--- src/mfmc_pkg.sv ---
`timescale 1ns / 1ps
`default_nettype none
package mfmc_pkg;

    // Graph sizing
    localparam int MAX_VERTICES = 32;
    localparam int MAX_EDGES    = 256;
    localparam int CAP_BITS     = 24;

    localparam int V_AW      = $clog2(MAX_VERTICES);
    localparam int ARC_SLOTS = 2 * MAX_EDGES;
    localparam int ARC_AW    = $clog2(ARC_SLOTS);
    localparam int ARC_W     = ARC_AW + 1;
    localparam int LEVEL_W   = V_AW + 1;
    localparam int QPTR_W    = V_AW + 1;
    localparam int FLOW_W    = 33;
    localparam int MASK_W    = 32;

    localparam logic [ARC_W-1:0]   NO_ARC     = ARC_W'(ARC_SLOTS);
    localparam logic [LEVEL_W-1:0] LEVEL_NONE = '1;

    // Word layouts
    localparam int IN_BITS  = 2 + 2 * V_AW + 24;
    localparam int IN_W     = ((IN_BITS + 7) / 8) * 8;
    localparam int OUT_BITS = 2 + FLOW_W + MASK_W;
    localparam int OUT_W    = ((OUT_BITS + 7) / 8) * 8;

    localparam int CFG_AW = 2;
    localparam int CFG_DW = 6;

    typedef enum logic [1:0] {
        ACT_ADD     = 2'd0,
        ACT_COMPUTE = 2'd1,
        ACT_CLEAR   = 2'd2
    } t_action;

    typedef enum logic [1:0] {
        ST_OK    = 2'd0,
        ST_FULL  = 2'd1,
        ST_RANGE = 2'd2
    } t_status;

    typedef enum logic [CFG_AW-1:0] {
        REG_SOURCE = 2'd0,
        REG_SINK   = 2'd1,
        REG_VCOUNT = 2'd2
    } t_reg_idx;

    // Datapath operations, one per cycle
    typedef enum logic [4:0] {
        CMD_NONE,
        CMD_LOAD,
        CMD_ADD_WR0,
        CMD_ADD_LNK0,
        CMD_ADD_WR1,
        CMD_ADD_LNK1,
        CMD_CLEAR,
        CMD_B_INIT,
        CMD_B_POP,
        CMD_B_ARC,
        CMD_B_ARCW,
        CMD_F_INIT,
        CMD_F_TOP,
        CMD_F_SCAN,
        CMD_F_SCANW,
        CMD_F_POP,
        CMD_A_RD,
        CMD_A_WR,
        CMD_A_END,
        CMD_DONE
    } t_cmd;

    typedef struct packed {
        logic [1:0] action;
        logic       add_ok;
        logic       q_empty;
        logic       arc_null;
        logic       arc_take;
        logic       at_sink;
        logic       depth_zero;
        logic       aug_last;
        logic       cut_done;
        logic       out_free;
    } t_dp_stat;

endpackage
`default_nettype wire

--- src/mfmc_ctrl.sv ---
`timescale 1ns / 1ps
`default_nettype none
module mfmc_ctrl
    import mfmc_pkg::*;
(
    input  wire logic     i_clk,
    input  wire logic     i_rst_n,
    input  wire logic     i_in_valid,
    input  wire t_dp_stat i_stat,
    output logic          o_in_ready,
    output t_cmd          o_cmd
);

    typedef enum logic [4:0] {
        S_IDLE, S_DECODE,
        S_ADD_WR0, S_ADD_LNK0, S_ADD_WR1, S_ADD_LNK1,
        S_CLEAR,
        S_B_INIT, S_B_POP, S_B_ARC, S_B_ARCW, S_B_END,
        S_F_INIT, S_F_TOP, S_F_SCAN, S_F_SCANW, S_F_POP,
        S_A_RD, S_A_WR, S_A_END,
        S_DONE
    } t_state;

    t_state r_state, n_state;

    // Next state
    always_comb begin
        n_state = r_state;
        unique case (r_state)
            S_IDLE:     if (i_in_valid) n_state = S_DECODE;
            S_DECODE: begin
                case (i_stat.action)
                    ACT_ADD:     n_state = i_stat.add_ok ? S_ADD_WR0 : S_DONE;
                    ACT_COMPUTE: n_state = S_B_INIT;
                    ACT_CLEAR:   n_state = S_CLEAR;
                    default:     n_state = S_DONE;
                endcase
            end
            S_ADD_WR0:  n_state = S_ADD_LNK0;
            S_ADD_LNK0: n_state = S_ADD_WR1;
            S_ADD_WR1:  n_state = S_ADD_LNK1;
            S_ADD_LNK1: n_state = S_DONE;
            S_CLEAR:    n_state = S_DONE;
            S_B_INIT:   n_state = S_B_POP;
            S_B_POP:    n_state = i_stat.q_empty ? S_B_END : S_B_ARC;
            S_B_ARC:    n_state = i_stat.arc_null ? S_B_POP : S_B_ARCW;
            S_B_ARCW:   n_state = S_B_ARC;
            S_B_END:    n_state = i_stat.cut_done ? S_DONE : S_F_INIT;
            S_F_INIT:   n_state = S_F_TOP;
            S_F_TOP:    n_state = i_stat.at_sink ? S_A_RD : S_F_SCAN;
            S_F_SCAN:   n_state = i_stat.arc_null ? S_F_POP : S_F_SCANW;
            S_F_SCANW:  n_state = i_stat.arc_take ? S_F_TOP : S_F_SCAN;
            S_F_POP:    n_state = i_stat.depth_zero ? S_B_INIT : S_F_TOP;
            S_A_RD:     n_state = S_A_WR;
            S_A_WR:     n_state = i_stat.aug_last ? S_A_END : S_A_RD;
            S_A_END:    n_state = S_F_TOP;
            S_DONE:     if (i_stat.out_free) n_state = S_IDLE;
            default:    n_state = S_IDLE;
        endcase
    end

    always_ff @(posedge i_clk) begin
        if (!i_rst_n) begin
            r_state <= S_IDLE;
        end else begin
            r_state <= n_state;
        end
    end

    // Command decode
    always_comb begin
        unique case (r_state)
            S_IDLE:     o_cmd = i_in_valid ? CMD_LOAD : CMD_NONE;
            S_ADD_WR0:  o_cmd = CMD_ADD_WR0;
            S_ADD_LNK0: o_cmd = CMD_ADD_LNK0;
            S_ADD_WR1:  o_cmd = CMD_ADD_WR1;
            S_ADD_LNK1: o_cmd = CMD_ADD_LNK1;
            S_CLEAR:    o_cmd = CMD_CLEAR;
            S_B_INIT:   o_cmd = CMD_B_INIT;
            S_B_POP:    o_cmd = CMD_B_POP;
            S_B_ARC:    o_cmd = CMD_B_ARC;
            S_B_ARCW:   o_cmd = CMD_B_ARCW;
            S_F_INIT:   o_cmd = CMD_F_INIT;
            S_F_TOP:    o_cmd = CMD_F_TOP;
            S_F_SCAN:   o_cmd = CMD_F_SCAN;
            S_F_SCANW:  o_cmd = CMD_F_SCANW;
            S_F_POP:    o_cmd = CMD_F_POP;
            S_A_RD:     o_cmd = CMD_A_RD;
            S_A_WR:     o_cmd = CMD_A_WR;
            S_A_END:    o_cmd = CMD_A_END;
            S_DONE:     o_cmd = i_stat.out_free ? CMD_DONE : CMD_NONE;
            default:    o_cmd = CMD_NONE;
        endcase
    end

    assign o_in_ready = (r_state == S_IDLE);

endmodule
`default_nettype wire

--- config.mk ---
export PLATFORM = sky130hd
export DESIGN_NAME = mfmc_ctrl
export DESIGN_NICKNAME = d
export VERILOG_FILES = /design/src/mfmc_pkg.sv /design/src/mfmc_ctrl.sv
export SDC_FILE = /design/constraint.sdc
export NUM_CORES = 1
export LEC_CHECK = 0
export BUFFER_PORTS_ARGS = -buffer_cell sky130_fd_sc_hd__buf_4
export CAP_MARGIN = 10
export CORE_UTILIZATION = 47
export CTS_BUF_LIST = sky130_fd_sc_hd__clkbuf_4 sky130_fd_sc_hd__clkbuf_8 sky130_fd_sc_hd__clkbuf_16
export DETAILED_ROUTE_END_ITERATION = 8
export GPL_ROUTABILITY_DRIVEN = 0
export PLACE_DENSITY_LB_ADDON = 0.2
export REMOVE_ABC_BUFFERS = 1
export SYNTH_ARGS = -nofsm -noshare
export SYNTH_HDL_FRONTEND = slang
export SYNTH_SLANG_ARGS = --single-unit
export TNS_END_PERCENT = 20
--- constraint.sdc ---
create_clock -name i_clk -period 1.3 [get_ports i_clk]
set_input_delay 0.13 -clock i_clk [delete_from_list [all_inputs] [get_ports i_clk]]
set_output_delay 0.13 -clock i_clk [all_outputs]
set_load 0.005 [all_outputs]
==> results.toml <==
[detailed_routing]
drt-total-wl_um = 3540
dr_total_vias = 1162
post-route-drc-count = 0
wl_per_cell_um = 19.8
drt_iter0_markers = 69
post_drt_via_cell_ratio = 6.49
drt-pass1-iter-count = 4
postRouteAntennaNets = 0

[cells_and_area]
max_flop_register = "r_state"
reg.largest.list = "r_state: 5 flops"
fin_cells = 179
drive_gt1_share_pct = 57.7
insertedDiodeCount = 0
nets = 181
design_area_sq_um = 1380
syn_to_final_growth_pct = 72.7
largest_register_ffs = 5

[critical_path]
worstPathArrival_ns = 1.43
critPathLaunchType = "register"
crit_type = "register to output pin"
crit_chain = "buf_6 > nand2_2 > mux2_4 > nor3_4 > buf_4"
rrSetupSlack_ns = -0.24
worst-path-max-fanout = 5
crit_start = "r_state[2]"
cpMaxStageDelayCell = "dfxtp_4"
reg2reg_from = "r_state[3]"
reg2reg_depth = 6
worstReg2RegEnd = "r_state[0]"
crit_path_end_kind = "output pin"
cp_slowest_stage_delay_ns = 0.38
crit_required_ns = 1.17

[pwr]
p_sw_mw = 1.43
clockPowerShare_pct = 6.4
ir_worst_vdd_uv = 1450
p_leak_nw = 0.621
p_seq_share_pct = 11.1
p_int_mw = 1.79
comb_power_share_pct = 82.5
swShare_pct = 44.5
cellPowerDensity_nw_per_um2 = 2340

[sta]
setup_tns_ns = -2.12
slew_headroom_pct = 77.7
fmax_mhz = 642
layout_setup_ws_ns = -0.257
finalCriticalPeriod_ns = 1.56
holdWs_ns = 0.146
skew_ns = 0.00268
rsz0062_at_grt = "yes"
tightestPinTransition_ns = 0.331
period_share_pct = 120
setup_viol = 11
hold_viol = 0
final_max_slew_viol_count = 0

[yosys]
synth-seq-cells = 5
yosysWarnings = 0
ys_top_cells_by_area = "dfxtp_1 (13%), a21oi_1 (5.0%), ha_1 (4.7%)"
synthMostInstantiatedCell = "nand2_1"
synth_area_sq_um = 797
synth_edf_count = 0
synth_top_area_share_pct = 12.6
yosys.area.top_type = "dfxtp_1"
ys_types = 45
syn_area_per_cell_sq_um = 7.18
synth_ff_type = "dfxtp_1"
synth_common_cells = "nand2_1 (9), a21oi_1 (8), o21ai_0 (7)"
synthCells = 111
async_flop_share_pct = 0
ys_seq_area_share_pct = 12.6

[global_routing]
antenna_found_initial = 0
grt_max_degree = 10
grt_most_used_layer = "met2"
met1_usage_pct = 41.2
grt_pass1_vias = 1094
gr-total-overflow = 0
met3_usage_pct = 6.81
grt_first_pass_wirelength_um = 4840
grtUsageTotal_pct = 34.5
grt_use_met2_pct = 60.9

[floorplanning]
start_util_pct = 51.7
die_h_um = 43.2
die-width_um = 43.2
core_area_sq_um = 1540
pin_count = 20
die-area_sq_um = 1860
num_rows = 14

[min_path]
hold_start = "i_rst_n"
hold_depth = 2
hold_path_end = "r_state[3]"
min_path_type = "input pin to register"

[job]
cap_viol_max_count = 0

[place]
placedCellCount = 161
place_area_sq_um = 1080
place_hpwl_um = 1860
portBuffers = 19

[status]
violations = "negative setup slack"
status = "complete, but fails checks"

[clock_network]
clock_sinks = 5
cts_max_path_buffers = 2
path_clk_slew_ns = 0.04
cts_htree_levels = 1
numCtsBuffers = 3
postCtsHoldBufs = 0
tritoncts = "built"
cts-root-buf = "clkbuf_4"
clock_latency_ns = 0.24
## metal layers
metal / wire (um) / vias up
met5: 0 / -
met4: 148 / 0
met3: 275 / 17
li1: - / 522
met1: 1350 / 544
met2: 1760 / 79
## placed cells by master, fill, tap and decap left out, types with 4 or more instances in the layout
cell type,synthesis,final
buf_4,3,50
nand2_1,9,7
a21oi_1,8,7
clkbuf_4,0,4
o21ai_0,7,5
buf_6,2,8
o31a_1,4,4
o21ai_1,4,5
dfxtp_4,0,4
## power by group through the flow
stage / combinational (mW) / clock (mW) / sequential [mW]
after global routing: 2.78 / 0.220 / 0.362
after detailed placement: 1.80 / 0 / 0.328
after CTS: 2.17 / 0.206 / 0.331
after global placement: 1.76 / 0 / 0.322
after floorplan: 0.793 / 0 / 0.446
final: 2.66 / 0.205 / 0.356
## cell type report
| class | count | area [sq um] |
|---|---|---|
| Fill cell | 65 | 165 |
| Inverter | 6 | 25.0 |
| Multi-Input combinational cell | 90 | 719 |
| Sequential cell | 5 | 116 |
| Clock buffer | 4 | 30.0 |
| Timing Repair Buffer | 58 | 465 |
| Tap cell | 16 | 20.0 |
## worst max-delay path by stage
stage | to | depth (start not counted)
floorplan | r_state[1] | 4
detailed placement | r_state[0] | 5
CTS | o_cmd[0] | 6
global placement | r_state[4] | 4
finish | o_cmd[4] | 5
global route | o_cmd[1] | 5
## worst max-delay path: cells and delay by family (launching register included)
kind	cells	cell delay (ns)
multiplexers	1	0.26
flip-flops	1	0.38
buffers and inverters	2	0.28
AND/OR/NAND/NOR	2	0.25
## stage by stage
stage	power (mW)	setup slack [ns]	utilization (%)
after detailed placement	2.12	-0.173	69.9
final	3.22	-0.257	89.3
after global placement	2.08	-0.148	69.9
after CTS	2.71	-0.200	81.9
after global routing	3.36	-0.336	89.3
after floorplan	1.24	-0.262	-
## cells by family (layout without fill, tap and decap cells)
kind of cell	Yosys count	after routing	synth area share, %
DFF	5	5	12.6
adders and majority gates	3	3	4.71
muxes	3	3	3.92
and+or+nand+nor	41	41	30.1
buffers and inverters	16	68	11.6
AOI/OAI and AO/OA	41	41	34.9
xor gates and xnor gates	2	2	2.20
## what timing repair did
| action | 4_1_cts | 5_1_grt |
|---|---|---|
| endpoints found under the setup margin | 11 | 11 |
| gates resized for setup | 28 | 21 |
| pin swaps | 10 | 5 |
| buffers inserted | 9 | 6 |
(Power assumes the default switching activity.)
